<file path="src/slbt_pkg.sv">
// ----------------------------------------------------------------------------
// Subresource layout barrier tracker package
// Shared types, field widths, layout codes, access bits and mask functions.
// ----------------------------------------------------------------------------
package slbt_pkg;

    localparam int LAYOUT_W = 4;
    localparam int FAMILY_W = 4;
    localparam int OWNER_W  = 5;
    localparam int COORD_W  = 3;
    localparam int SPAN_W   = 8;
    localparam int ASPECT_W = 4;
    localparam int COUNT_W  = 4;
    localparam int ACCESS_W = 32;
    localparam int ENTRY_W  = OWNER_W + LAYOUT_W;
    localparam int RECCNT_W = 7;

    localparam logic [RECCNT_W-1:0] RESULT_LIMIT  = 7'd64;
    localparam logic [OWNER_W-1:0]  OWNER_IGNORED = 5'd16;

    // Configuration register indexes.
    localparam logic CFG_LAYER_COUNT = 1'b0;
    localparam logic CFG_MIP_COUNT   = 1'b1;

    // Layout codes.
    localparam logic [LAYOUT_W-1:0] LAYOUT_UNDEFINED     = 4'd0;
    localparam logic [LAYOUT_W-1:0] LAYOUT_PREINIT       = 4'd1;
    localparam logic [LAYOUT_W-1:0] LAYOUT_COLOR_ATT     = 4'd2;
    localparam logic [LAYOUT_W-1:0] LAYOUT_DEPTH_ATT     = 4'd3;
    localparam logic [LAYOUT_W-1:0] LAYOUT_XFER_SRC      = 4'd4;
    localparam logic [LAYOUT_W-1:0] LAYOUT_XFER_DST      = 4'd5;
    localparam logic [LAYOUT_W-1:0] LAYOUT_SHADER_RO     = 4'd6;
    localparam logic [LAYOUT_W-1:0] LAYOUT_GENERAL       = 4'd7;

    // Access mask bits.
    localparam logic [ACCESS_W-1:0] ACC_NONE     = 32'h0000_0000;
    localparam logic [ACCESS_W-1:0] ACC_HOST_W   = 32'h0000_4000;
    localparam logic [ACCESS_W-1:0] ACC_COLOR_W  = 32'h0000_0100;
    localparam logic [ACCESS_W-1:0] ACC_DEPTH_W  = 32'h0000_0400;
    localparam logic [ACCESS_W-1:0] ACC_XFER_R   = 32'h0000_0800;
    localparam logic [ACCESS_W-1:0] ACC_XFER_W   = 32'h0000_1000;
    localparam logic [ACCESS_W-1:0] ACC_SHADER_R = 32'h0000_0020;
    localparam logic [ACCESS_W-1:0] ACC_SHADER_W = 32'h0000_0040;
    localparam logic [ACCESS_W-1:0] ACC_ALL      = 32'hFFFF_FFFF;

    typedef enum logic [2:0] {
        ST_CLEAR,
        ST_IDLE,
        ST_SETUP,
        ST_WALK,
        ST_DRAIN,
        ST_FINAL
    } t_state;

    typedef struct packed {
        logic clear_step;
        logic load;
        logic setup;
        logic issue;
        logic finish;
    } t_cmd;

    typedef struct packed {
        logic clear_last;
        logic empty;
        logic issue_last;
    } t_stat;

    function automatic logic [ACCESS_W-1:0] src_mask(input logic [LAYOUT_W-1:0] code);
        logic [ACCESS_W-1:0] m;
        unique case (code)
            LAYOUT_UNDEFINED: m = ACC_NONE;
            LAYOUT_PREINIT:   m = ACC_HOST_W;
            LAYOUT_COLOR_ATT: m = ACC_COLOR_W;
            LAYOUT_DEPTH_ATT: m = ACC_DEPTH_W;
            LAYOUT_XFER_SRC:  m = ACC_XFER_R;
            LAYOUT_XFER_DST:  m = ACC_XFER_W;
            LAYOUT_SHADER_RO: m = ACC_SHADER_R;
            LAYOUT_GENERAL:   m = ACC_SHADER_R | ACC_SHADER_W;
            default:          m = ACC_ALL;
        endcase
        return m;
    endfunction

    function automatic logic [ACCESS_W-1:0] dst_mask(input logic [LAYOUT_W-1:0] code);
        logic [ACCESS_W-1:0] m;
        unique case (code)
            LAYOUT_COLOR_ATT: m = ACC_COLOR_W;
            LAYOUT_DEPTH_ATT: m = ACC_DEPTH_W;
            LAYOUT_XFER_SRC:  m = ACC_XFER_R;
            LAYOUT_XFER_DST:  m = ACC_XFER_W;
            LAYOUT_SHADER_RO: m = ACC_SHADER_R;
            LAYOUT_GENERAL:   m = ACC_SHADER_R | ACC_SHADER_W;
            default:          m = ACC_ALL;
        endcase
        return m;
    endfunction

endpackage

</file>
<file path="src/slbt_ctrl.sv">
// ----------------------------------------------------------------------------
// Barrier tracker controller
// Sequences the table clearing pass, request setup, the entry walk and the
// final record flush.
// ----------------------------------------------------------------------------
module slbt_ctrl (
    input  logic             i_clk,
    input  logic             i_rst_n,
    input  logic             start,
    output logic             busy,
    input  slbt_pkg::t_stat  i_stat,
    output slbt_pkg::t_cmd   o_cmd
);

    slbt_pkg::t_state r_state;
    slbt_pkg::t_state n_state;

    always_ff @(posedge i_clk) begin
        if (!i_rst_n) begin
            r_state <= slbt_pkg::ST_CLEAR;
        end else begin
            r_state <= n_state;
        end
    end

    always_comb begin
        n_state = r_state;
        o_cmd   = '0;
        busy    = 1'b1;
        unique case (r_state)
            slbt_pkg::ST_CLEAR: begin
                o_cmd.clear_step = 1'b1;
                if (i_stat.clear_last) begin
                    n_state = slbt_pkg::ST_IDLE;
                end
            end
            slbt_pkg::ST_IDLE: begin
                busy = 1'b0;
                if (start) begin
                    o_cmd.load = 1'b1;
                    n_state    = slbt_pkg::ST_SETUP;
                end
            end
            slbt_pkg::ST_SETUP: begin
                o_cmd.setup = 1'b1;
                n_state = i_stat.empty ? slbt_pkg::ST_FINAL : slbt_pkg::ST_WALK;
            end
            slbt_pkg::ST_WALK: begin
                o_cmd.issue = 1'b1;
                if (i_stat.issue_last) begin
                    n_state = slbt_pkg::ST_DRAIN;
                end
            end
            // The last entry read is compared and written back here.
            slbt_pkg::ST_DRAIN: begin
                n_state = slbt_pkg::ST_FINAL;
            end
            slbt_pkg::ST_FINAL: begin
                o_cmd.finish = 1'b1;
                n_state      = slbt_pkg::ST_IDLE;
            end
            default: begin
                n_state = slbt_pkg::ST_IDLE;
            end
        endcase
    end

endmodule

</file>
<file path="src/slbt_datapath.sv">
// ----------------------------------------------------------------------------
// Barrier tracker datapath
// Holds the configuration, the request, the walk counters, the subresource
// state memory and the one-deep record holding stage in front of the outputs.
// ----------------------------------------------------------------------------
module slbt_datapath #(
    parameter int MAX_LAYERS = 8,
    parameter int MAX_MIPS   = 8
) (
    input  logic                              i_clk,
    input  logic                              i_rst_n,
    input  slbt_pkg::t_cmd                    i_cmd,
    output slbt_pkg::t_stat                   o_stat,
    input  logic                              i_cfg_we,
    input  logic                              i_cfg_idx,
    input  logic [slbt_pkg::COUNT_W-1:0]      i_cfg_data,
    input  logic [slbt_pkg::LAYOUT_W-1:0]     i_target_layout,
    input  logic [slbt_pkg::FAMILY_W-1:0]     i_target_family,
    input  logic [slbt_pkg::COORD_W-1:0]      i_first_layer,
    input  logic [slbt_pkg::SPAN_W-1:0]       i_layer_span,
    input  logic [slbt_pkg::COORD_W-1:0]      i_first_mip,
    input  logic [slbt_pkg::SPAN_W-1:0]       i_mip_span,
    input  logic [slbt_pkg::ASPECT_W-1:0]     i_aspect_bits,
    output logic                              o_valid,
    output logic [slbt_pkg::COORD_W-1:0]      o_layer_at,
    output logic [slbt_pkg::COORD_W-1:0]      o_mip_at,
    output logic [slbt_pkg::ASPECT_W-1:0]     o_aspect_out,
    output logic [slbt_pkg::LAYOUT_W-1:0]     o_prior_layout,
    output logic [slbt_pkg::LAYOUT_W-1:0]     o_next_layout,
    output logic [slbt_pkg::FAMILY_W-1:0]     o_source_family,
    output logic [slbt_pkg::FAMILY_W-1:0]     o_dest_family,
    output logic [slbt_pkg::ACCESS_W-1:0]     o_source_access,
    output logic [slbt_pkg::ACCESS_W-1:0]     o_dest_access,
    output logic                              o_final_barrier
);

    localparam int DEPTH = MAX_LAYERS * MAX_MIPS;
    localparam int IDX_W = (DEPTH > 1) ? $clog2(DEPTH) : 1;
    localparam int CW    = slbt_pkg::COUNT_W;
    localparam int LW    = slbt_pkg::LAYOUT_W;
    localparam int FW    = slbt_pkg::FAMILY_W;
    localparam int AW    = slbt_pkg::ACCESS_W;
    localparam int XW    = slbt_pkg::COORD_W;
    localparam int PROD_W = slbt_pkg::COORD_W + slbt_pkg::COUNT_W;

    // Configuration registers.
    logic [CW-1:0] r_layer_cnt;
    logic [CW-1:0] r_mip_cnt;

    always_ff @(posedge i_clk) begin
        if (!i_rst_n) begin
            r_layer_cnt <= 4'd1;
            r_mip_cnt   <= 4'd1;
        end else if (i_cfg_we) begin
            if (i_cfg_idx == slbt_pkg::CFG_LAYER_COUNT) begin
                r_layer_cnt <= i_cfg_data;
            end else begin
                r_mip_cnt <= i_cfg_data;
            end
        end
    end

    // Effective image size and clamped range ends.
    localparam int SPAN_SUM_W = slbt_pkg::SPAN_W + 1;
    logic [CW-1:0]         layers_eff;
    logic [CW-1:0]         mips_eff;
    logic [SPAN_SUM_W-1:0] lsum;
    logic [SPAN_SUM_W-1:0] msum;
    logic [CW-1:0]         lend_c;
    logic [CW-1:0]         mend_c;

    always_comb begin
        layers_eff = (int'(r_layer_cnt) > MAX_LAYERS) ? CW'(MAX_LAYERS) : r_layer_cnt;
        mips_eff   = (int'(r_mip_cnt) > MAX_MIPS) ? CW'(MAX_MIPS) : r_mip_cnt;
        lsum = SPAN_SUM_W'(i_first_layer) + SPAN_SUM_W'(i_layer_span);
        msum = SPAN_SUM_W'(i_first_mip) + SPAN_SUM_W'(i_mip_span);
        lend_c = (lsum > SPAN_SUM_W'(layers_eff)) ? layers_eff : lsum[CW-1:0];
        mend_c = (msum > SPAN_SUM_W'(mips_eff)) ? mips_eff : msum[CW-1:0];
    end

    // Request registers.
    logic [LW-1:0]                    r_layout;
    logic [FW-1:0]                    r_family;
    logic [slbt_pkg::ASPECT_W-1:0]    r_aspect;
    logic [XW-1:0]                    r_l0;
    logic [XW-1:0]                    r_m0;
    logic [CW-1:0]                    r_lend;
    logic [CW-1:0]                    r_mend;
    logic [CW-1:0]                    r_mips;

    always_ff @(posedge i_clk) begin
        if (i_cmd.load) begin
            r_layout <= i_target_layout;
            r_family <= i_target_family;
            r_aspect <= i_aspect_bits;
            r_l0     <= i_first_layer;
            r_m0     <= i_first_mip;
            r_lend   <= lend_c;
            r_mend   <= mend_c;
            r_mips   <= mips_eff;
        end
    end

    // Walk counters: layer-major, mips inner, row base kept incrementally.
    logic [CW-1:0]     r_l;
    logic [CW-1:0]     r_m;
    logic [IDX_W-1:0]  r_base;
    logic [PROD_W-1:0] base0;
    logic              row_last;
    logic [IDX_W-1:0]  rd_addr;

    assign base0    = PROD_W'(r_l0) * PROD_W'(r_mips);
    assign row_last = ({1'b0, r_m} + 5'd1) == {1'b0, r_mend};
    assign rd_addr  = r_base + IDX_W'(r_m);

    always_ff @(posedge i_clk) begin
        if (i_cmd.setup) begin
            r_l    <= CW'(r_l0);
            r_m    <= CW'(r_m0);
            r_base <= IDX_W'(base0);
        end else if (i_cmd.issue) begin
            if (row_last) begin
                r_m    <= CW'(r_m0);
                r_l    <= r_l + 4'd1;
                r_base <= r_base + IDX_W'(r_mips);
            end else begin
                r_m <= r_m + 4'd1;
            end
        end
    end

    // Clearing pass address.
    logic [IDX_W-1:0] r_clr_addr;

    always_ff @(posedge i_clk) begin
        if (!i_rst_n) begin
            r_clr_addr <= '0;
        end else if (i_cmd.clear_step) begin
            r_clr_addr <= r_clr_addr + IDX_W'(1);
        end
    end

    assign o_stat.clear_last = (r_clr_addr == IDX_W'(DEPTH - 1));
    assign o_stat.empty      = ({1'b0, r_l0} >= r_lend) || ({1'b0, r_m0} >= r_mend);
    assign o_stat.issue_last = row_last && (({1'b0, r_l} + 5'd1) == {1'b0, r_lend});

    // Subresource state memory: {owner, layout} per entry.
    logic [slbt_pkg::ENTRY_W-1:0] mem [DEPTH];
    logic [slbt_pkg::ENTRY_W-1:0] r_rd_data;
    logic                         r_s1_valid;
    logic [IDX_W-1:0]             r_s1_addr;
    logic [XW-1:0]                r_s1_l;
    logic [XW-1:0]                r_s1_m;

    logic [LW-1:0]                old_layout;
    logic [slbt_pkg::OWNER_W-1:0] old_owner;
    logic                         changed;
    logic                         take_rec;
    logic [AW-1:0]                src_acc;
    logic [FW-1:0]                src_fam;

    assign old_layout = r_rd_data[LW-1:0];
    assign old_owner  = r_rd_data[slbt_pkg::ENTRY_W-1:LW];
    assign changed    = r_s1_valid &&
                        ((old_layout != r_layout) || (old_owner != {1'b0, r_family}));

    always_ff @(posedge i_clk) begin
        if (i_cmd.clear_step) begin
            mem[r_clr_addr] <= {slbt_pkg::OWNER_IGNORED, slbt_pkg::LAYOUT_UNDEFINED};
        end else if (changed) begin
            mem[r_s1_addr] <= {1'b0, r_family, r_layout};
        end
        if (i_cmd.issue) begin
            r_rd_data <= mem[rd_addr];
        end
    end

    always_ff @(posedge i_clk) begin
        if (!i_rst_n) begin
            r_s1_valid <= 1'b0;
        end else begin
            r_s1_valid <= i_cmd.issue;
        end
    end

    always_ff @(posedge i_clk) begin
        if (i_cmd.issue) begin
            r_s1_addr <= rd_addr;
            r_s1_l    <= r_l[XW-1:0];
            r_s1_m    <= r_m[XW-1:0];
        end
    end

    always_comb begin
        src_acc = slbt_pkg::src_mask(old_layout);
        if ((r_layout == slbt_pkg::LAYOUT_SHADER_RO) && (src_acc == slbt_pkg::ACC_NONE)) begin
            src_acc = slbt_pkg::ACC_HOST_W | slbt_pkg::ACC_XFER_W;
        end
        src_fam = (old_owner == slbt_pkg::OWNER_IGNORED) ? r_family : old_owner[FW-1:0];
    end

    // One record is held back until it is known whether it is the last one.
    logic [slbt_pkg::RECCNT_W-1:0] r_rec_cnt;
    logic                          r_pend_valid;
    logic [XW-1:0]                 r_p_l;
    logic [XW-1:0]                 r_p_m;
    logic [LW-1:0]                 r_p_prior;
    logic [FW-1:0]                 r_p_src_fam;
    logic [AW-1:0]                 r_p_src_acc;

    assign take_rec = changed && (r_rec_cnt < slbt_pkg::RESULT_LIMIT);

    always_ff @(posedge i_clk) begin
        if (!i_rst_n) begin
            r_rec_cnt    <= '0;
            r_pend_valid <= 1'b0;
        end else if (i_cmd.finish) begin
            r_rec_cnt    <= '0;
            r_pend_valid <= 1'b0;
        end else if (take_rec) begin
            r_rec_cnt    <= r_rec_cnt + 7'd1;
            r_pend_valid <= 1'b1;
        end
    end

    always_ff @(posedge i_clk) begin
        if (take_rec) begin
            r_p_l       <= r_s1_l;
            r_p_m       <= r_s1_m;
            r_p_prior   <= old_layout;
            r_p_src_fam <= src_fam;
            r_p_src_acc <= src_acc;
        end
    end

    // Output register: a held record leaves when a newer one replaces it or
    // when the request ends.
    logic r_out_valid;
    logic emit;

    assign emit = r_pend_valid && (take_rec || i_cmd.finish);

    always_ff @(posedge i_clk) begin
        if (!i_rst_n) begin
            r_out_valid <= 1'b0;
        end else begin
            r_out_valid <= emit;
        end
    end

    always_ff @(posedge i_clk) begin
        if (emit) begin
            o_layer_at      <= r_p_l;
            o_mip_at        <= r_p_m;
            o_aspect_out    <= r_aspect;
            o_prior_layout  <= r_p_prior;
            o_next_layout   <= r_layout;
            o_source_family <= r_p_src_fam;
            o_dest_family   <= r_family;
            o_source_access <= r_p_src_acc;
            o_dest_access   <= slbt_pkg::dst_mask(r_layout);
            o_final_barrier <= i_cmd.finish;
        end
    end

    assign o_valid = r_out_valid;

    a_rec_cnt_bound: assert property (@(posedge i_clk) disable iff (!i_rst_n)
        r_rec_cnt <= slbt_pkg::RESULT_LIMIT)
        else $error("record count passed the limit");

    a_pend_has_count: assert property (@(posedge i_clk) disable iff (!i_rst_n)
        r_pend_valid |-> (r_rec_cnt != '0))
        else $error("held record without a counted record");

    a_finish_flushes: assert property (@(posedge i_clk) disable iff (!i_rst_n)
        i_cmd.finish |=> (!r_pend_valid && (r_rec_cnt == '0)))
        else $error("held record survived the end of a request");

    a_no_write_clash: assert property (@(posedge i_clk) disable iff (!i_rst_n)
        r_s1_valid |-> !i_cmd.clear_step)
        else $error("entry update during the clearing pass");

endmodule

</file>
<file path="src/subresource_layout_barrier_tracker.sv">
// ----------------------------------------------------------------------------
// Subresource layout barrier tracker
// Tracks layout and owning queue family per subresource and emits one barrier
// record for each entry that a transition request changes, up to 64 per request.
// ----------------------------------------------------------------------------
// Busy stays high from an accepted request through the setup, walk, drain and
// final states; the walk covers the clamped range (at most 64 entries by default),
// one entry per cycle, and is skipped if the range is empty. One request runs at a
// time. A record passes the read, holding and output registers after its entry is
// read, the last in the first cycle with busy low; results cannot be stalled.
// Reset: a clearing pass over MAX_LAYERS*MAX_MIPS entries runs with busy high.
module subresource_layout_barrier_tracker #(
    parameter int MAX_LAYERS = 8,
    parameter int MAX_MIPS   = 8
) (
    input  logic                              i_clk,
    input  logic                              i_rst_n,
    input  logic                              start,
    output logic                              busy,
    input  logic                              i_cfg_we,
    input  logic                              i_cfg_idx,
    input  logic [slbt_pkg::COUNT_W-1:0]      i_cfg_data,
    input  logic [slbt_pkg::LAYOUT_W-1:0]     i_target_layout,
    input  logic [slbt_pkg::FAMILY_W-1:0]     i_target_family,
    input  logic [slbt_pkg::COORD_W-1:0]      i_first_layer,
    input  logic [slbt_pkg::SPAN_W-1:0]       i_layer_span,
    input  logic [slbt_pkg::COORD_W-1:0]      i_first_mip,
    input  logic [slbt_pkg::SPAN_W-1:0]       i_mip_span,
    input  logic [slbt_pkg::ASPECT_W-1:0]     i_aspect_bits,
    output logic                              o_valid,
    output logic [slbt_pkg::COORD_W-1:0]      o_layer_at,
    output logic [slbt_pkg::COORD_W-1:0]      o_mip_at,
    output logic [slbt_pkg::ASPECT_W-1:0]     o_aspect_out,
    output logic [slbt_pkg::LAYOUT_W-1:0]     o_prior_layout,
    output logic [slbt_pkg::LAYOUT_W-1:0]     o_next_layout,
    output logic [slbt_pkg::FAMILY_W-1:0]     o_source_family,
    output logic [slbt_pkg::FAMILY_W-1:0]     o_dest_family,
    output logic [slbt_pkg::ACCESS_W-1:0]     o_source_access,
    output logic [slbt_pkg::ACCESS_W-1:0]     o_dest_access,
    output logic                              o_final_barrier
);

    slbt_pkg::t_cmd  cmd;
    slbt_pkg::t_stat stat;

    slbt_ctrl u_ctrl (
        .i_clk   (i_clk),
        .i_rst_n (i_rst_n),
        .start   (start),
        .busy    (busy),
        .i_stat  (stat),
        .o_cmd   (cmd)
    );

    slbt_datapath #(
        .MAX_LAYERS (MAX_LAYERS),
        .MAX_MIPS   (MAX_MIPS)
    ) u_datapath (
        .i_clk           (i_clk),
        .i_rst_n         (i_rst_n),
        .i_cmd           (cmd),
        .o_stat          (stat),
        .i_cfg_we        (i_cfg_we),
        .i_cfg_idx       (i_cfg_idx),
        .i_cfg_data      (i_cfg_data),
        .i_target_layout (i_target_layout),
        .i_target_family (i_target_family),
        .i_first_layer   (i_first_layer),
        .i_layer_span    (i_layer_span),
        .i_first_mip     (i_first_mip),
        .i_mip_span      (i_mip_span),
        .i_aspect_bits   (i_aspect_bits),
        .o_valid         (o_valid),
        .o_layer_at      (o_layer_at),
        .o_mip_at        (o_mip_at),
        .o_aspect_out    (o_aspect_out),
        .o_prior_layout  (o_prior_layout),
        .o_next_layout   (o_next_layout),
        .o_source_family (o_source_family),
        .o_dest_family   (o_dest_family),
        .o_source_access (o_source_access),
        .o_dest_access   (o_dest_access),
        .o_final_barrier (o_final_barrier)
    );

endmodule

</file>
<file path="config.mk">
export PLATFORM = sky130hd
export DESIGN_NAME = subresource_layout_barrier_tracker
export DESIGN_NICKNAME = d
export VERILOG_FILES = /design/src/slbt_pkg.sv /design/src/slbt_ctrl.sv /design/src/slbt_datapath.sv /design/src/subresource_layout_barrier_tracker.sv
export SDC_FILE = /design/constraint.sdc
export NUM_CORES = 1
export LEC_CHECK = 0
export BUFFER_PORTS_ARGS = -buffer_cell sky130_fd_sc_hd__buf_2
export CORE_MARGIN = 5
export CORE_UTILIZATION = 34
export CTS_BUF_LIST = sky130_fd_sc_hd__clkbuf_8
export CTS_CLUSTER_DIAMETER = 150
export CTS_CLUSTER_SIZE = 30
export DETAILED_ROUTE_END_ITERATION = 7
export SYNTH_ARGS = -nofsm -noshare
export SYNTH_HDL_FRONTEND = slang
export SYNTH_HIERARCHICAL = 1
export SYNTH_SLANG_ARGS = --single-unit
</file>
<file path="constraint.sdc">
create_clock -name i_clk -period 4.25 [get_ports i_clk]
set_input_delay 0.425 -clock i_clk [delete_from_list [all_inputs] [get_ports i_clk]]
set_output_delay 0.425 -clock i_clk [all_outputs]
set_load 0.03 [all_outputs]
</file>
* Yosys cells after proc, flatten, opt, wreduce, memory -nomap -nowiden
Memories as Yosys holds them, arrays and structs flattened. A register that Yosys moved wholly into a read port is not among the register bits.
Cells that the tools add are included.
** Storage, ports and cells
- Flip-flop bits (word level) :: 220
- Bits in latches :: 0
- RAM bits :: 576
- ROM bits :: 56
- Bits of input ports :: 43
- Output and inout port bits :: 93
- Memories :: 2
** Cells by class
- $add $sub $neg :: 10
- $mul :: 1
- Divide/modulo/power cells :: 0
- Magnitude comparators :: 7
- Equal/unequal tests :: 20
- Shift operators :: 0
- Mux-type cells :: 36
- Bitwise operators :: 2
- Reductions and logical operators :: 19
** Memory list
- u_datapath.mem :: words 64, bits a word 9, rd ports 1, clocked after memory_dff 1, wr ports 1, line slbt_datapath.sv:148 : logic [slbt_pkg::ENTRY_W-1:0] mem [DEPTH];
- (no name shown) :: words 8, bits a word 7, rd ports 1, clocked after memory_dff 0, wr ports 0, line slbt_pkg.sv:71 : unique case (code)
** Operator list (number)
- 32-bit case mux with 6 select lines :: 1
- 32-bit logical NOT :: 1
- 32-bit two-way mux :: 1
- 3-bit two-way mux :: 9
- 4-bit two-way mux :: 6
- 6-bit two-way mux :: 4
- 3-bit by 8-bit adder with 9-bit output :: 2
- 9-bit by 4-bit greater-than comparator with 1-bit output :: 2
- 4-bit by 3-bit equality test with 1-bit output, second input constant :: 4
- 3-bit case mux with 5 select lines :: 1
- 1-bit two-way mux :: 13
- 6-bit by 4-bit adder with 6-bit output :: 2
- 4-bit by 1-bit adder with 5-bit output, second input constant :: 2
- 5-bit by 4-bit equality test with 1-bit output :: 2
- 9-bit two-way mux :: 1
- 9-bit OR reduction :: 1
- 4-bit by 1-bit adder with 4-bit output, second input constant :: 2
- 4-bit by 2-bit equality test with 1-bit output, second input constant :: 2
- 3-bit by 4-bit >= comparator with 1-bit output :: 2
- 4-bit greater-than comparator, second input constant :: 2
- 2-bit AND reduction :: 4
- 7-bit by 1-bit adder with 7-bit output, second input constant :: 1
- 7-bit < comparator, second input constant :: 1
- 6-bit by 1-bit adder with 6-bit output, second input constant :: 1
- 16 further kinds :: 28

* Logic depth before layout (Yosys ltp)
Gate-level depths: netlist (run 1).
- Depth in word-level cells :: 8
- Gate-level depth with buffers :: 10
- Depth with buffers taken out :: 10

* By module
The synthesis (run 1) kept the hierarchy.
** By module, submodules not included
- slbt_datapath :: times used 1, cells an instance 1600, area an instance 29981.3 µm², seq. area each 21630.7 µm²
- slbt_ctrl :: times used 1, cells an instance 24, area an instance 219.0 µm², seq. area each 60.1 µm²

* Least setup slack after synthesis (run 1)
No wires, ideal clock.
- Kind :: reg-to-reg
- Start :: reg u_datapath.r_layout[1]
- End :: reg u_datapath/o_aspect_out[0] (netlist name), enable pin
- Library setup time :: 0.402 ns
- Arrival time :: 3.282 ns
- Required time :: 3.848 ns
- Slack :: 0.566 ns
- Stages on the path, launching flop included :: 6
- Path buffers :: 1
- Cells stage by stage :: edfxtp_1 > buf_2 > xor2_1 > nor4_2 > a311oi_2 > o21a_1
** Between the ends
- Word-level cells in the longest chain between the ends :: 6
** RTL lines
- start: declaration :: line slbt_datapath.sv:82 : logic [LW-1:0] r_layout;
- start signal: assignment :: line slbt_datapath.sv:93 : r_layout <= i_target_layout;
- 4-bit inequality test :: line slbt_datapath.sv:165 : ((old_layout != r_layout) || (old_owner != {1'b0, r_family}));
- 1-bit logical OR :: line slbt_datapath.sv:165
- 1-bit logical AND :: line slbt_datapath.sv:164 : assign changed = r_s1_valid &&
- 1-bit logical AND :: line slbt_datapath.sv:211 : assign take_rec = changed && (r_rec_cnt < slbt_pkg::RESULT_LIMIT);
- via u_datapath.take_rec :: line slbt_datapath.sv:158 : logic take_rec;
- 1-bit logical OR :: line slbt_datapath.sv:241 : assign emit = r_pend_valid && (take_rec || i_cmd.finish);
- 1-bit logical AND :: line slbt_datapath.sv:241
- via u_datapath.emit :: line slbt_datapath.sv:239 : logic emit;
- end signal: assignment :: line slbt_datapath.sv:255 : o_aspect_out <= r_aspect;
- end: declaration :: line slbt_datapath.sv:27 : output logic [slbt_pkg::ASPECT_W-1:0] o_aspect_out,
The timed path passes the listed nets, and every way through them passes these cells.
A chain may end at the register's enable or synchronous reset.

* Worst setup path after layout (run 1)
- Start :: reg u_datapath.r_m[0]
- End :: reg u_datapath/r_rd_data[2] (netlist name), read port of u_datapath.mem (data pin)
** Between the ends
- Word-level cells in the longest chain between the ends :: 1
** RTL lines
- start: declaration :: line slbt_datapath.sv:106 : logic [CW-1:0] r_m;
- start signal: assignment :: line slbt_datapath.sv:119 : r_m <= CW'(r_m0);
- start signal: assignment :: line slbt_datapath.sv:123 : r_m <= CW'(r_m0);
- start signal: assignment :: line slbt_datapath.sv:127 : r_m <= r_m + 4'd1;
- 6-bit by 4-bit adder with 6-bit output :: line slbt_datapath.sv:114 : assign rd_addr = r_base + IDX_W'(r_m);
- via u_datapath.rd_addr[1] :: line slbt_datapath.sv:110 : logic [IDX_W-1:0] rd_addr;
- end: declaration :: line slbt_datapath.sv:149 : logic [slbt_pkg::ENTRY_W-1:0] r_rd_data;
The timed path passes the listed nets, and every way through them passes these cells.

==> results by group, run 1 <==
Synth
  • Synth area leader: edfxtp_1
  • Synth top cells by count: edfxtp_1 (703), mux4_2 (153), nor2_1 (96)
  • Post-synth ARST share: 0
  • Number of synthesized flops with an enable pin: roughly 700
  • Netlist Area Pre-Place: about 30000 µm²
  • YS warnings: 6
  • Avg Cell Area, Syn: roughly 19 µm²
  • Most common cell in the netlist: edfxtp_1
  • Post-synthesis cell type count: 64
  • Synth area leaders: edfxtp_1 (70%), mux4_2 (11%), dfxtp_1 (1.9%)
  • Top_reg_cell synth: edfxtp_1
  • Post-synthesis sequential area ratio: 0.718
  • Synth Instances: between 1500 and 2000
  • Top cell type's share of synthesized area: 0.699
  • Syn nets: around 1700
  • Yosys reg bits: 732

Pwr
  • Switching Fraction: 0.200
  • Static leakage: about 12 nW
  • VDD IR max: roughly 220 µV
  • Clock share of power: 0.245
  • Seq pwr share: 0.733
  • Combinational power share: 0.022
  • Switch Pwr: around 2.1 mW
  • Total Power: 10.7 mW
  • Pwr Density: between 300 and 400 nW/µm²
  • Internal: ~8.6 mW

Min path
  • Hold/Removal Path Class: input pin to flip-flop

Global route
  • Largest net degree at the start of global routing: 87
  • Vias in the first global route: 15700
  • Total gr overflow: 0
  • Total GRT Usage: 0.141
  • First-pass GRT wire length: around 100000 µm
  • Initial antenna violation count: 2

Timing
  • Final Max Slew Viols: 0
  • Slew margin rel.: 0.233
  • Peak Freq: 0.267 GHz
  • Setup TNS: 0 ps
  • Worst Max-Slew Pin Slew: 1150 ps
  • Final Hold Viols: 0
  • Hold slack: a little under 60 ps
  • Final min period: about 3700 ps
  • Final worst path period share: 0.880
  • Setup violators final: 0
  • Clock skew: between 20 and 30 ps
  • RSZ-0062 raised after global routing: false

Placement
  • I/O Buffers: between 100 and 150
  • Routability congestion estimate: between 0.8 and 0.9
  • Post-DP HPWL: 44600 µm

Layout
  • Final nets: between 1500 and 2000
  • Layout cell share with drive strength beyond 1: 0.278
  • Finished Core Util: 0.378
  • P&R area growth vs syn: 10.3%

Run status
  • Status: finished clean

Setup path
  • Slowest CP cell: fa_4
  • Startpoint types: flip-flop
  • Arrival time worst endpoint: roughly 4200 ps
  • Critical Path RT: 4730 ps
  • Max FO, Critical Path: 86
  • Crit-path cells: ha_4, fa_4, buf_12, buf_4, mux4_2, mux2_2, o22ai_1, nor3_1
  • Critical path capture point type: flip-flop
  • Crit Path Category: flip-flop to flip-flop
  • Max incr delay on CP: 790 ps

Clock tree
  • Clock sinks: 732
  • CTS tree: yes
  • PostCTS Resize Cnt: 0
  • CTS Hold Buffers Added: 25
  • Setup Fix Bufs, Post-CTS: 0
  • TritonCTS buffer count: 28
  • H-tree levels: 1
  • Root Driver: clkbuf_8
  • Clock Path Buffers: 3
  • Clock-pin slew on the worst setup and hold paths: around 170 ps
  • Clk_lat worst skew: slightly above 700 ps

Floorplanning
  • Die area: 94900 µm²
  • Die W: ~310 µm
  • Row count: 109
  • Core ar.: approximately 88000 µm²
  • DIE HEIGHT: slightly above 300 µm
  • Ports: between 100 and 150
  • Initial Util: 0.342

Job
  • Max-cap violations: 0

Detailed routing
  • Via count: around 15000
  • Number of routed nets with antenna violations: 0
  • Routed len/inst: 23.2 µm
  • Via density: 5.16
  • DRT iter0 DRCs: 1639
  • Residual DRC: 0
  • Drt first pass iters: 5
  • WL final: around 69000 µm
power groups by stage:
stage          sequential, mW  combinational, mW  clock [mW]
2_1_floorplan            7.99              0.137           0
3_3_place_gp             7.99              0.210           0
3_5_place_dp             8.00              0.219           0
4_1_cts                  7.83              0.238        2.72
5_1_grt                  7.84              0.262        2.98
6_report                 7.83              0.237        2.62
sequential cells by signal, indices dropped and copies added, names as in the netlist, 6 cells and up:
signal,flops
u_datapath/r_rd_data,9
u_datapath/r_clr_addr,6
u_datapath/r_base,6
u_datapath/r_p_src_acc,8
u_datapath/o_source_access,8
u_datapath/o_dest_access,7
u_datapath/r_rec_cnt,7
u_datapath/mem,576
u_datapath/r_s1_addr,6
final timing paths:
check	startpoint	to	slack, ps	cells past startpoint
worst max-delay path	u_datapath/r_m[0]	u_datapath/r_rd_data[2]	510	8
worst min-delay path	i_rst_n	u_datapath/r_layer_cnt[0]	60	2
worst max register to register	u_datapath/r_m[0]	u_datapath/r_rd_data[2]	510	8
worst min register to register	u_datapath/r_p_prior[2]	u_datapath/o_prior_layout[2]	440	0
layout by cell type (no fill, tap or decap), drive strengths merged, types with 4 or more instances in the layout:
cell type,netlist,final
o21a,4,4
nand3,21,21
and3,10,10
a21o,14,14
clkbuf,34,28
a21oi,25,25
edfxtp,703,703
o21ai,19,19
dlygate4sd3,0,25
a41oi,4,4
nor2b,25,25
mux4,158,158
a31oi,20,20
a21boi,4,4
dfxtp,29,29
mux2i,14,14
nand4,6,6
o22ai,28,28
buf,85,239
nor3b,5,5
inv,39,51
nor4,10,10
xnor2,19,19
ha,37,37
nor2,96,96
nand2b,10,10
fa,7,7
nor3,23,23
xor2,23,23
and2,24,24
a32oi,8,8
nand2,43,43
mux2,46,46
worst max-delay path, delay by kind of cell (launching register included):
family / cells / cell delay [ps]
flip-flops: 1 / 560
adder cells (fa/ha/maj): 2 / 1020
AO/OA/AOI/OAI: 1 / 330
buffers and inverters: 2 / 720
multiplexers: 2 / 620
AND/OR/NAND/NOR: 1 / 130
through the flow:
step           setup slack [ps]  cell area, µm²  std cells
3_3_place_gp                491           32600       2909
3_5_place_dp                465           32600       2909
4_1_cts                     463           33300       2974
2_1_floorplan               566           30200       1624
6_report                    511           33300       2975
5_1_grt                     392           33300       2975
per-layer routing:
metal | vias up | global-route usage | wire, µm
met2 | 424 | 0.244 | 35000
met5 | - | 0 | 0
li1 | 6729 | - | -
met4 | 0 | 0.0271 | 1250
met1 | 8140 | 0.198 | 29500
met3 | 69 | 0.0119 | 3190
cell families (layout without fill, tap and decap cells):
family | after synthesis | after routing | synth area share
AO/OA/AOI/OAI | 143 | 143 | 0.0329
XOR/XNOR | 42 | 42 | 0.0124
adder cells (fa/ha/maj) | 44 | 44 | 0.0200
buffers and inverters | 158 | 343 | 0.0280
flip-flops | 732 | 732 | 0.718
multiplexers | 218 | 218 | 0.140
other | 0 | 1 | 0
AND/OR/NAND/NOR | 287 | 287 | 0.0481
cell type report:
cell class | instances | area (µm²)
well taps | 1165 | 1460
inverters | 39 | 146
flip-flops and latches | 732 | 21700
diodes | 1 | 2.50
clock inverters | 12 | 66.3
multi-input cells | 734 | 7740
clock buffers | 28 | 385
fillers | 7992 | 54900
repair buffers | 264 | 1830
(Power assumes the default switching activity.)
==> run 2: changes to the inputs <==
Settings changed: SYNTH_HIERARCHICAL 1 to unset.
==> run 2 against run 1 <==
Effect of this change: area after synthesis is 0.94% higher; combinational power is 42% higher; clock power is 2% higher; clock skew is 17 ps higher; core utilization hardly changed; synthesized cell count is 8.1% higher; flip-flop and latch count stayed put; register-to-register slack worse by 130 ps; sequential power hardly changed; non-clock buffer count is 7 lower; largest cell class unchanged; largest power group unchanged.
==> results by group, run 2 <==
Run status
  • Status: finished clean

Floorplanning
  • Core ar.: 88600 µm² (+0.46%)
  • Initial Util: 0.344 (+0.00162)
  • Ports: 136 (unchanged)
  • Die W: 309 µm (+0.45%)
  • DIE HEIGHT: 309 µm (+0.45%)
  • Row count: 109 (unchanged)
  • Die area: 95700 µm² (+0.91%)

Synth
  • Avg Cell Area, Syn: 17.4 µm² (-6.6%)
  • Synth Instances: 1756 (+8.1%)
  • Synth area leaders: edfxtp_1 (69%), mux4_2 (11%), dfxtp_1 (1.9%)
  • Post-synthesis cell type count: 70 (+9.4%)
  • Top cell type's share of synthesized area: 0.692 (-0.00651)
  • Post-synthesis sequential area ratio: 0.712 (-0.00669)
  • Yosys reg bits: 732 (unchanged)
  • Top_reg_cell synth: edfxtp_1
  • Most common cell in the netlist: edfxtp_1
  • Netlist Area Pre-Place: 30500 µm² (+0.94%)
  • Post-synth ARST share: 0 (unchanged)
  • Number of synthesized flops with an enable pin: 703 (unchanged)
  • Synth top cells by count: edfxtp_1 (703), mux4_2 (144), nor2_1 (106)
  • Synth area leader: edfxtp_1
  • Syn nets: 1843 (+7.7%)
  • YS warnings: 0 (-6)

Setup path
  • Max FO, Critical Path: 20 (-77%)
  • Worst reg2reg path startpoint: u_datapath.r_m[0]
  • Arrival time worst endpoint: 4310 ps (+90 ps)
  • Worst r2r path cells: 9 (+1)
  • Startpoint types: flip-flop
  • Buf/Inv on CP: 2 (unchanged)
  • Crit-path cells: ha_4, fa_4, buf_12, buf_12, mux4_2, nor3_1, o2111ai_1, nand4_1, a31oi_1
  • Critical Path RT: 4690 ps (-40 ps)
  • R2R setup slack: 380 ps (-130 ps)
  • CP Depth: 9 (+1)
  • Largest delay share family, worst path: adder cells
  • Critical path capture point type: flip-flop
  • CP dominant cell by count: buf_12
  • Critical path launch point: u_datapath.r_m[0]
  • Slowest CP cell: fa_4
  • Crit Path Category: flip-flop to flip-flop
  • Max incr delay on CP: 1030 ps (+240 ps)

Clock tree
  • CTS tree: yes
  • Clock-pin slew on the worst setup and hold paths: 190 ps (+20 ps)
  • Clock Path Buffers: 3 (unchanged)
  • PostCTS Resize Cnt: 0 (unchanged)
  • H-tree levels: 1 (unchanged)
  • Clk_lat worst skew: 710 ps (about the same)
  • TritonCTS buffer count: 28 (unchanged)
  • Clock sinks: 732 (unchanged)
  • Root Driver: clkbuf_8

Timing
  • Slew margin rel.: 0.332 (+0.0993)
  • Clock skew: 46.9 ps (+17.3 ps)
  • PnR worst setup slack: 384 ps (-127 ps)
  • RSZ-0062 raised after global routing: false
  • Final Hold Viols: 0 (unchanged)
  • Final worst path period share: 0.910 (+0.0299)
  • Final min period: 3870 ps (+127 ps)
  • Peak Freq: 0.259 GHz (-3.3%)
  • Final Max Slew Viols: 0 (unchanged)
  • Setup TNS: 0 ps (unchanged)
  • Worst Max-Slew Pin Slew: 988 ps (-158 ps)
  • Hold slack: 141 ps (+81.4 ps)
  • Setup violators final: 0 (unchanged)

Job
  • Max-cap violations: 0 (unchanged)

Global route
  • Initial antenna violation count: 1 (-1)
  • Vias in the first global route: 16500 (+4.9%)
  • Largest net degree at the start of global routing: 65 (-25%)
  • Met3 usage in global routing: 0.0182 (+0.00628)
  • Total GRT Usage: 0.143 (+0.00159)
  • First-pass GRT wire length: 105000 µm (+2.3%)
  • Met2 track demand over resource: 0.244 (about the same)
  • GR Util met1: 0.196 (-0.00209)
  • Total gr overflow: 0 (unchanged)
  • Most Crowded Layer GR: met2

Layout
  • Commonest non-fill, non-tap cell in the layout: edfxtp_1
  • Finished Core Util: 0.378 (about the same)
  • Reg with most FFs: u_datapath.mem
  • Most frequent cells in the layout: edfxtp_1 (703), mux4_2 (144), buf_2 (135)
  • Largest regs: u_datapath.mem: 576 flops, u_datapath.r_rd_data: 9 flops
  • Max FFs per register: 576 (unchanged)
  • Final nets: 1989 (+5.5%)
  • Filler cell count: 8142 (+1.9%)
  • Post-Layout Cell Count: 3090 (+3.9%)
  • Layout cell share with drive strength beyond 1: 0.234 (-0.0436)
  • P&R area growth vs syn: 9.90%
  • Final instance area: 33500 µm² (+0.56%)

Pwr
  • Static leakage: 11.7 nW (-3.7%)
  • VDD IR max: 199 µV (-11%)
  • Pwr Density: 324 nW/µm² (+0.94%)
  • Total Power: 10.8 mW (+1.5%)

Min path
  • Hold/Removal Path Class: input pin to flip-flop
  • Hold path startpoint: start
  • Hold Crit Depth: 3 (+1)

Detailed routing
  • Via density: 5.27 (+2.1%)
  • Via count: 16300 (+6.0%)
  • Routed len/inst: 22.9 µm (-1.1%)
  • Drt first pass iters: 7 (+2)
  • Residual DRC: 0 (unchanged)
  • WL final: 70800 µm (+2.7%)
  • Number of routed nets with antenna violations: 0 (unchanged)
  • DRT iter0 DRCs: 1886 (+15%)

Placement
  • Post-DP HPWL: 46400 µm (+3.9%)
  • Pre-CTS setup slack: 418 ps (-47.0 ps)
  • Placed insts: 3008 (+3.4%)
  • I/O Buffers: 135 (unchanged)
  • Dpl cell area: 32700 µm² (+0.30%)
  • Routability congestion estimate: 0.868 (-0.82%)
==> run 2: changes by cell type after synthesis, sizes merged, moves of 12 or more <==
cell     previous run  this run
mux2               46        10
o22ai              28         1
nor3               23        50
buf                85        99
nand2              43        98
a21oi              25        84
mux4              158       144
nor2b              25        13
o2111ai             0        36
and2               24        12
==> run 2: timing repair <==
action,4_1_cts,5_1_grt
hold endpoints to repair,28,0
setup buffers,0,0
hold buffers,29,0
==> run 2: area by class of cell <==
type | count | area, µm² | share of cell area
Tap cell | 1165 | 1460 | 0.0435
Inverter | 46 | 173 | 0.00515
Clock inverter | 23 | 103 | 0.00306
Antenna cell | 1 | 2.50 | 0.0000747
Multi-Input combinational cell | 837 | 7860 | 0.235
Timing Repair Buffer | 257 | 1810 | 0.0542
Sequential cell | 732 | 21700 | 0.647
Clock buffer | 29 | 399 | 0.0119
==> run 2: metal layers <==
| metal | up-vias | wire, µm |
|---|---|---|
| li1 | 7157 | - |
| met1 | 8495 | 29200 |
| met5 | - | 0 |
| met2 | 550 | 35800 |
| met3 | 82 | 4080 |
| met4 | 0 | 1790 |
==> run 2: logic make-up (layout without fill, tap and decap cells) <==
family          after synthesis  in the layout  synth area share
flops                       732            732             0.712
simple gates                352            352            0.0557
other cells                   0              1                 0
fa+ha+maj                    44             44            0.0198
xor+xnor                     43             43            0.0128
buf+inv                     187            355            0.0331
compound gates              238            238            0.0549
mux                         160            160             0.112
==> run 2: worst paths after layout <==
kind | to
setup / recovery | u_datapath.r_rd_data[3]
hold / removal | u_ctrl.r_state[2]
setup reg to reg | u_datapath.r_rd_data[3]
hold reg to reg | u_datapath.o_source_family[1]
==> run 2: tightest hold or removal path: cells and delay by family <==
family | cells | cell delay, ps
buffers and inverters | 1 | 100
AO/OA/AOI/OAI | 2 | 270
==> run 2: power by group <==
part           leakage (nW)  total [mW]  switching, mW  internal (mW)
Combinational          3.92       0.337          0.205          0.132
Sequential             7.45        7.84         0.0187           7.82
Clock                 0.335        2.67           2.01          0.658
